**config.mk**
```make
export PLATFORM = sky130hd
export DESIGN_NAME = sorted_insert_parity_thinning_flat
export DESIGN_NICKNAME = d
export VERILOG_FILES = /design/src/rtl/sipt_pkg.sv /design/src/rtl/sipt_req_if.sv /design/src/rtl/sipt_rsp_if.sv /design/src/rtl/sipt_cell.sv /design/src/rtl/sipt_drain.sv /design/src/rtl/sorted_insert_parity_thinning.sv /design/src/flat_wrapper.sv
export SDC_FILE = /design/constraint.sdc
export NUM_CORES = 2
export LEC_CHECK = 0
export BUFFER_PORTS_ARGS = -buffer_cell sky130_fd_sc_hd__buf_2
export CAP_MARGIN = 5
export CELL_PAD_IN_SITES_DETAIL_PLACEMENT = 0
export CELL_PAD_IN_SITES_GLOBAL_PLACEMENT = 1
export CORE_UTILIZATION = 58
export CTS_BUF_LIST = sky130_fd_sc_hd__clkbuf_8
export DETAILED_ROUTE_END_ITERATION = 10
export GPL_TIMING_DRIVEN = 0
export PLACE_DENSITY_LB_ADDON = 0.1
export SYNTH_ARGS = -nofsm -noshare
export SYNTH_HDL_FRONTEND = slang
export SYNTH_SLANG_ARGS = --single-unit
export TNS_END_PERCENT = 1
```
**constraint.sdc**
```tcl
create_clock -name clock -period 9.3 [get_ports clock]
set_input_delay 1.395 -clock clock [delete_from_list [all_inputs] [get_ports clock]]
set_output_delay 1.395 -clock clock [all_outputs]
set_load 0.02 [all_outputs]
```
**src/rtl/sipt_pkg.sv**
```systemverilog
package sipt_pkg;

   localparam int DEPTH   = 32;
   localparam int VALUE_W = 32;

   typedef logic signed [VALUE_W-1:0] value_type;

   // parity class: {odd, negative odd}; 0, 1 and -1 map to distinct codes
   typedef logic [1:0] class_type;

   typedef struct packed {
      logic insert;
      logic shift_out;
   } cell_ctrl_type;

   typedef struct packed {
      logic step;
      logic done;
   } drain_stat_type;

   typedef enum logic {
      ST_FILL,
      ST_DRAIN
   } state_type;

   function automatic class_type parity_class(value_type v);
      parity_class = {v[0], v[0] & v[VALUE_W-1]};
   endfunction

endpackage

```
**src/rtl/sipt_req_if.sv**
```systemverilog
interface sipt_req_if import sipt_pkg::*; ();
   logic      valid;
   logic      ready;
   value_type in_value;
   logic      in_last;

   modport source (output valid, output in_value, output in_last, input ready);
   modport sink (input valid, input in_value, input in_last, output ready);
endinterface

```
**src/rtl/sipt_rsp_if.sv**
```systemverilog
interface sipt_rsp_if import sipt_pkg::*; ();
   logic      valid;
   logic      ready;
   value_type out_value;
   logic      out_last;
   logic      overflow;

   modport source (output valid, output out_value, output out_last, output overflow,
                   input ready);
   modport sink (input valid, input out_value, input out_last, input overflow,
                 output ready);
endinterface

```
**src/rtl/sipt_cell.sv**
```systemverilog
module sipt_cell import sipt_pkg::*; (
   input  logic          clock,
   input  logic          reset,
   input  cell_ctrl_type ctrl,
   input  value_type     ins_value,
   input  value_type     left_value,
   input  logic          left_valid,
   input  logic          left_take,
   input  value_type     right_value,
   input  logic          right_valid,
   output value_type     value,
   output logic          valid,
   output logic          take
);

   value_type value_ff, value_in;
   logic      valid_ff, valid_in;

   // empty cells and cells holding a value >= the new one give way
   assign take = !valid_ff || (value_ff >= ins_value);

   always_comb begin
      value_in = value_ff;
      valid_in = valid_ff;
      if (ctrl.insert) begin
         if (left_take) begin
            value_in = left_value;
            valid_in = left_valid;
         end else if (take) begin
            value_in = ins_value;
            valid_in = 1'b1;
         end
      end else if (ctrl.shift_out) begin
         value_in = right_value;
         valid_in = right_valid;
      end
   end

   always_ff @(posedge clock) begin
      value_ff <= value_in;
      if (reset) begin
         valid_ff <= 1'b0;
      end else begin
         valid_ff <= valid_in;
      end
   end

   assign value = value_ff;
   assign valid = valid_ff;

endmodule

```
**src/rtl/sipt_drain.sv**
```systemverilog
module sipt_drain import sipt_pkg::*; (
   input  logic           clock,
   input  logic           reset,
   input  logic           draining,
   input  value_type      head_value,
   input  logic           head_valid,
   input  logic           thin_en,
   input  logic           dropped,
   output drain_stat_type stat,
   sipt_rsp_if.source     rsp
);

   value_type pend_value_ff, pend_value_in;
   logic      pend_valid_ff, pend_valid_in;
   class_type pend_class_ff, pend_class_in;
   logic      rsp_valid_ff, rsp_valid_in;
   value_type rsp_value_ff, rsp_value_in;
   logic      rsp_last_ff, rsp_last_in;
   logic      rsp_ovf_ff, rsp_ovf_in;
   logic      out_free;
   logic      keep;
   class_type head_class;

   assign out_free   = !rsp_valid_ff || rsp.ready;
   assign head_class = parity_class(head_value);
   assign keep       = !thin_en || !pend_valid_ff || (head_class != pend_class_ff);

   always_comb begin
      stat.step     = draining && out_free && head_valid;
      stat.done     = draining && out_free && !head_valid;
      pend_value_in = pend_value_ff;
      pend_valid_in = pend_valid_ff;
      pend_class_in = pend_class_ff;
      rsp_valid_in  = rsp_valid_ff && !rsp.ready;
      rsp_value_in  = rsp_value_ff;
      rsp_last_in   = rsp_last_ff;
      rsp_ovf_in    = rsp_ovf_ff;
      // a kept entry waits in pend until the next kept one shows it is not last
      if (stat.step && keep) begin
         pend_value_in = head_value;
         pend_valid_in = 1'b1;
         pend_class_in = head_class;
         if (pend_valid_ff) begin
            rsp_valid_in = 1'b1;
            rsp_value_in = pend_value_ff;
            rsp_last_in  = 1'b0;
            rsp_ovf_in   = dropped;
         end
      end else if (stat.done) begin
         pend_valid_in = 1'b0;
         rsp_valid_in  = 1'b1;
         rsp_value_in  = pend_value_ff;
         rsp_last_in   = 1'b1;
         rsp_ovf_in    = dropped;
      end
   end

   always_ff @(posedge clock) begin
      pend_value_ff <= pend_value_in;
      pend_class_ff <= pend_class_in;
      rsp_value_ff  <= rsp_value_in;
      rsp_last_ff   <= rsp_last_in;
      rsp_ovf_ff    <= rsp_ovf_in;
      if (reset) begin
         pend_valid_ff <= 1'b0;
         rsp_valid_ff  <= 1'b0;
      end else begin
         pend_valid_ff <= pend_valid_in;
         rsp_valid_ff  <= rsp_valid_in;
      end
   end

   assign rsp.valid     = rsp_valid_ff;
   assign rsp.out_value = rsp_value_ff;
   assign rsp.out_last  = rsp_last_ff;
   assign rsp.overflow  = rsp_ovf_ff;

endmodule

```
**src/rtl/sorted_insert_parity_thinning.sv**
```systemverilog
// values enter one per cycle while filling; each is placed into the cell chain in that cycle,
// or dropped and flagged as overflow when the chain is full; after the beat marked last the
// chain drains one cell per cycle through the thinning stage: a kept value waits in a pending
// register and then moves to the result register, thinned values give no beat, a waiting
// result beat stalls the drain; a set drains fully before input is taken again
// synchronous active-high reset empties the chain, clears the overflow flag, thin_enable = 1
module sorted_insert_parity_thinning import sipt_pkg::*; (
   input  logic       clock,
   input  logic       reset,
   sipt_req_if.sink   req_if,
   sipt_rsp_if.source rsp_if,
   input  logic       csr_wr_en,
   input  logic       csr_wr_data
);

   state_type      state_ff, state_in;
   logic           thin_ff, thin_in;
   logic           dropped_ff, dropped_in;
   logic           accept;
   logic           full;
   cell_ctrl_type  ctrl;
   drain_stat_type dstat;

   value_type cell_value [DEPTH];
   logic      cell_valid [DEPTH];
   logic      cell_take  [DEPTH];

   assign full   = cell_valid[DEPTH-1];
   assign accept = req_if.valid && req_if.ready;

   always_comb begin
      state_in      = state_ff;
      dropped_in    = dropped_ff;
      req_if.ready  = 1'b0;
      ctrl.insert   = 1'b0;
      ctrl.shift_out = 1'b0;
      unique case (state_ff)
         ST_FILL: begin
            req_if.ready = 1'b1;
            if (accept) begin
               ctrl.insert = !full;
               if (full) begin
                  dropped_in = 1'b1;
               end
               if (req_if.in_last) begin
                  state_in = ST_DRAIN;
               end
            end
         end
         ST_DRAIN: begin
            ctrl.shift_out = dstat.step;
            if (dstat.done) begin
               dropped_in = 1'b0;
               state_in   = ST_FILL;
            end
         end
         default: state_in = ST_FILL;
      endcase
   end

   assign thin_in = csr_wr_en ? csr_wr_data : thin_ff;

   always_ff @(posedge clock) begin
      if (reset) begin
         state_ff   <= ST_FILL;
         thin_ff    <= 1'b1;
         dropped_ff <= 1'b0;
      end else begin
         state_ff   <= state_in;
         thin_ff    <= thin_in;
         dropped_ff <= dropped_in;
      end
   end

   for (genvar i = 0; i < DEPTH; i++) begin : g_cell
      value_type lv, rv;
      logic      lval, ltake, rval;
      if (i == 0) begin : g_first
         assign lv    = '0;
         assign lval  = 1'b0;
         assign ltake = 1'b0;
      end else begin : g_mid
         assign lv    = cell_value[i-1];
         assign lval  = cell_valid[i-1];
         assign ltake = cell_take[i-1];
      end
      if (i == DEPTH - 1) begin : g_last
         assign rv   = '0;
         assign rval = 1'b0;
      end else begin : g_inner
         assign rv   = cell_value[i+1];
         assign rval = cell_valid[i+1];
      end
      sipt_cell u_cell (
         .clock       (clock),
         .reset       (reset),
         .ctrl        (ctrl),
         .ins_value   (req_if.in_value),
         .left_value  (lv),
         .left_valid  (lval),
         .left_take   (ltake),
         .right_value (rv),
         .right_valid (rval),
         .value       (cell_value[i]),
         .valid       (cell_valid[i]),
         .take        (cell_take[i])
      );
   end

   sipt_drain u_drain (
      .clock      (clock),
      .reset      (reset),
      .draining   (state_ff == ST_DRAIN),
      .head_value (cell_value[0]),
      .head_valid (cell_valid[0]),
      .thin_en    (thin_ff),
      .dropped    (dropped_ff),
      .stat       (dstat),
      .rsp        (rsp_if)
   );

endmodule

```
**src/flat_wrapper.sv**
```systemverilog
// flat-port wrapper written by rule: the top's interface ports become plain ports
module sorted_insert_parity_thinning_flat import sipt_pkg::*;
  (clock, reset, csr_wr_en, csr_wr_data, req_if_valid, req_if_in_value, req_if_in_last, req_if_ready, rsp_if_valid, rsp_if_out_value, rsp_if_out_last, rsp_if_overflow, rsp_if_ready);
  sipt_req_if req_if_i ();
  sipt_rsp_if rsp_if_i ();
  input  logic clock;
  input  logic reset;
  input  logic csr_wr_en;
  input  logic csr_wr_data;
  input wire logic [$bits(req_if_i.valid)-1:0] req_if_valid;
  input wire logic [$bits(req_if_i.in_value)-1:0] req_if_in_value;
  input wire logic [$bits(req_if_i.in_last)-1:0] req_if_in_last;
  output wire logic [$bits(req_if_i.ready)-1:0] req_if_ready;
  output wire logic [$bits(rsp_if_i.valid)-1:0] rsp_if_valid;
  output wire logic [$bits(rsp_if_i.out_value)-1:0] rsp_if_out_value;
  output wire logic [$bits(rsp_if_i.out_last)-1:0] rsp_if_out_last;
  output wire logic [$bits(rsp_if_i.overflow)-1:0] rsp_if_overflow;
  input wire logic [$bits(rsp_if_i.ready)-1:0] rsp_if_ready;
  assign req_if_i.valid = req_if_valid;
  assign req_if_i.in_value = req_if_in_value;
  assign req_if_i.in_last = req_if_in_last;
  assign req_if_ready = req_if_i.ready;
  assign rsp_if_valid = rsp_if_i.valid;
  assign rsp_if_out_value = rsp_if_i.out_value;
  assign rsp_if_out_last = rsp_if_i.out_last;
  assign rsp_if_overflow = rsp_if_i.overflow;
  assign rsp_if_i.ready = rsp_if_ready;
  sorted_insert_parity_thinning u_core (.clock(clock), .reset(reset), .req_if(req_if_i), .rsp_if(rsp_if_i), .csr_wr_en(csr_wr_en), .csr_wr_data(csr_wr_data));
endmodule
```
==> metrics.cfg <==
[logic_synthesis]
synth_warnings=0
synth_ff_type=edfxtp_1
ys_types=74
synth-edff-count=1091
yosysSeqAreaShare_pct=43.06
syn_inst=7405
syn_area_per_cell_sq_um=10.51
synth_seq_cells=1128
synth.cell_area_sq_um=77800
syn-num-nets=8436
async_flop_share_pct=0

[cts]
cts_tree=yes
worstSkewPairLatency_ps=1010
ctsHtreeMaxLevel=4
cts_resized=0
numCtsBuffers=201
cts_hold_buf=0
clockBufferDepth=3
cts-root-buf=clkbuf_8
cts_setup_buffers=0
clk_pin_slew_ps=60
cts_sinks=1128

[critical_path]
path_max_fanout=20
r2r-end=u_core.g_cell[8].u_cell.value[21]$_DFFE_PP_
endpoint_kind=flop
worstSetupStartpointType=primary input
crit_type=primary input to flop
cp.required_ps=9980
r2r_cells=8
rr_startpoint=u_core.state_ff$_SDFF_PP0_
cp.arrival_ps=6330
reg2reg_slack_ps=3870

[worst_hold_path]
hold_start=u_core.u_drain.pend_value_ff[10]$_DFFE_PP_
hold_path_depth=0
min_to=u_core.u_drain.rsp.out_value[10]$_DFFE_PP_
hold_path_class=flop to flop

[sta]
max_freq_mhz=176.9
whs_ps=417.8
hold_viol=0
clock_skew_ps=53.42
setup_tns_ps=0
final-setup-viol-count=0
drv_slew=31
tightest_slew_ps=1528
slew_headroom_pct=-1.846
finalCriticalPeriod_ps=5654
rsz0062_at_grt=no
period_share_pct=60.80

[place]
io_buffers=73
place_hpwl_microns=244200
routabilityCongestion=1.076
dp.cells=9287

[finish]
drive_above_1_share_pct=8.078
syn2layout_area_growth_pct=9.977
regArea_sq_um=33500
final_cell_mix=1,165 x nand2_1, 1,091 x edfxtp_1, 992 x ha_1, 950 x mux2i_1, 895 x o21ai_0
mostFrequentLayoutCell=nand2_1
multi_input_area_sq_um=41400
nFillCells=11054
fin_cells=9679
nNetsFinal=8761
fin_util_pct=64.19

[status]
violations=capacitance limit, slew limit
status=finished, violations left

[global_routing]
grt_use_total_pct=48.04
grt_pass1_wl_microns=461400
grt_start_max_net_pins=36
antenna_found_initial=20
grt_pass1_vias=64982
globalRouteOverflowTotal=0

[floorplan]
rows=134
core_sq_um=133300
num_io_pins=75
die_h_microns=368.3
dieArea_sq_um=135600
die_x_microns=368.3
start_util_pct=58.37

[route]
routed.top_layer=met5
drtAntennaViolNets=0
num_vias=67875
wl_met3_microns=46490
drc=0
drtPass1Iterations=9
drt_iter0_drc=10048
wl_per_cell_microns=34.46
vias_per_cell=7.013
finalWirelength_microns=333600
wl_met2_microns=135400
met1_length_microns=120800

[power]
peakVddDrop_uv=151.7
powerDensity_nw_per_um2=200.8
fin_total_pwr_w=0.01718
p_leak_nw=38.57

[job]
maxCapViolCount=4

## flip-flops by register name, indices dropped and copies added (netlist names)
| register | cells |
|---|---|
| u_core.dropped_ff | 1 |
| u_core.g_cell.u_cell.valid | 32 |
| u_core.u_drain.rsp.valid | 1 |
| u_core.state_ff | 1 |
| u_core.u_drain.rsp.out_last | 1 |
| u_core.g_cell.u_cell.value | 1024 |
| u_core.u_drain.pend_value_ff | 32 |
| u_core.u_drain.rsp.out_value | 32 |
| u_core.thin_ff | 1 |
| u_core.u_drain.rsp.overflow | 1 |
| u_core.u_drain.pend_class_ff | 1 |
| u_core.u_drain.pend_valid_ff | 1 |
## worst max-delay path by stage
stage	start	endpoint	cells past startpoint
after global routing	req_if_in_value[1]	u_core.g_cell[4].u_cell.value[11]$_DFFE_PP_	15
after detailed placement	req_if_valid	u_core.g_cell[8].u_cell.value[23]$_DFFE_PP_	9
after CTS	u_core.state_ff$_SDFF_PP0_	u_core.g_cell[8].u_cell.value[31]$_DFFE_PP_	8
final	req_if_in_value[1]	u_core.g_cell[4].u_cell.value[11]$_DFFE_PP_	15
after global placement	req_if_in_value[15]	u_core.g_cell[5].u_cell.value[14]$_DFFE_PP_	11
after floorplan	req_if_in_value[1]	u_core.g_cell[10].u_cell.value[0]$_DFFE_PP_	13
## cell usage after synthesis, drive strengths merged, types with 23 or more instances
cell type,instances,area [sq um]
nand2,1177,4420
o21ai,1104,5525
edfxtp,1091,32760
ha,992,12410
mux2i,954,9599
a21oi,355,1777
clkbuf,334,1563
a21o,231,1734
nand4,193,1207
nor2,147,554.3
buf,129,1051
inv,106,397.9
nand3,72,360.4
nor2b,43,269.0
o211ai,43,322.8
a221oi,42,386.6
and4,40,350.3
dfxtp,37,740.7
nor3,28,140.1
nor4,25,156.4
or3,23,143.9
## logic make-up (layout without fill, tap and decap cells)
family | Yosys count | count (layout) | synth area share [%]
AO/OA/AOI/OAI | 1931 | 1931 | 14.25
AND/OR/NAND/NOR | 1815 | 1815 | 10.35
flip-flops | 1128 | 1128 | 43.06
adder cells (fa/ha/maj) | 992 | 992 | 15.95
multiplexers | 954 | 954 | 12.34
buffers and inverters | 569 | 1062 | 3.871
XOR/XNOR | 16 | 16 | 0.1801
other | 0 | 13 | 0
## where the power goes
| group | internal, W | switching, W |
|---|---|---|
| registers | 0.00667 | 0.000966 |
| clock network | 0.00233 | 0.00237 |
| logic | 0.00178 | 0.00306 |
## layout make-up
cell class,instances,area share [%]
multi-input cells,5708,48.39
clock inverters,161,1.142
diodes,13,0.03802
flip-flops and latches,1128,39.15
well taps,1768,2.585
clock buffers,210,3.378
repair buffers,122,1.737
inverters,106,0.5177
plain buffers,463,3.061
## worst max-delay path, stage by stage
cell	delay, ps
buf_2	160
inv_2	590
buf_12	320
ha_1	280
nor2b_1	130
o21a_1	160
o21a_1	160
o21ai_0	430
o211ai_1	320
a21oi_1	360
mux2i_4	600
buf_2	390
o21ai_0	120
nand2_1	600
buf_16	250
## per-stage QoR
step	setup WS, ps	area [sq um]
global placement	-1392	80380
detailed placement	2568	81470
finish	3646	85560
global route	3685	85540
CTS	3680	85340
floorplan	2688	77800
## layer usage
metal  track usage [%]  up-vias
met2             67.43     5298
met4             38.84        8
met3             17.06     1400
li1                  -    28713
met1             59.39    32456
met5                 0        -
Note: power is estimated with default switching activity, not from simulation.
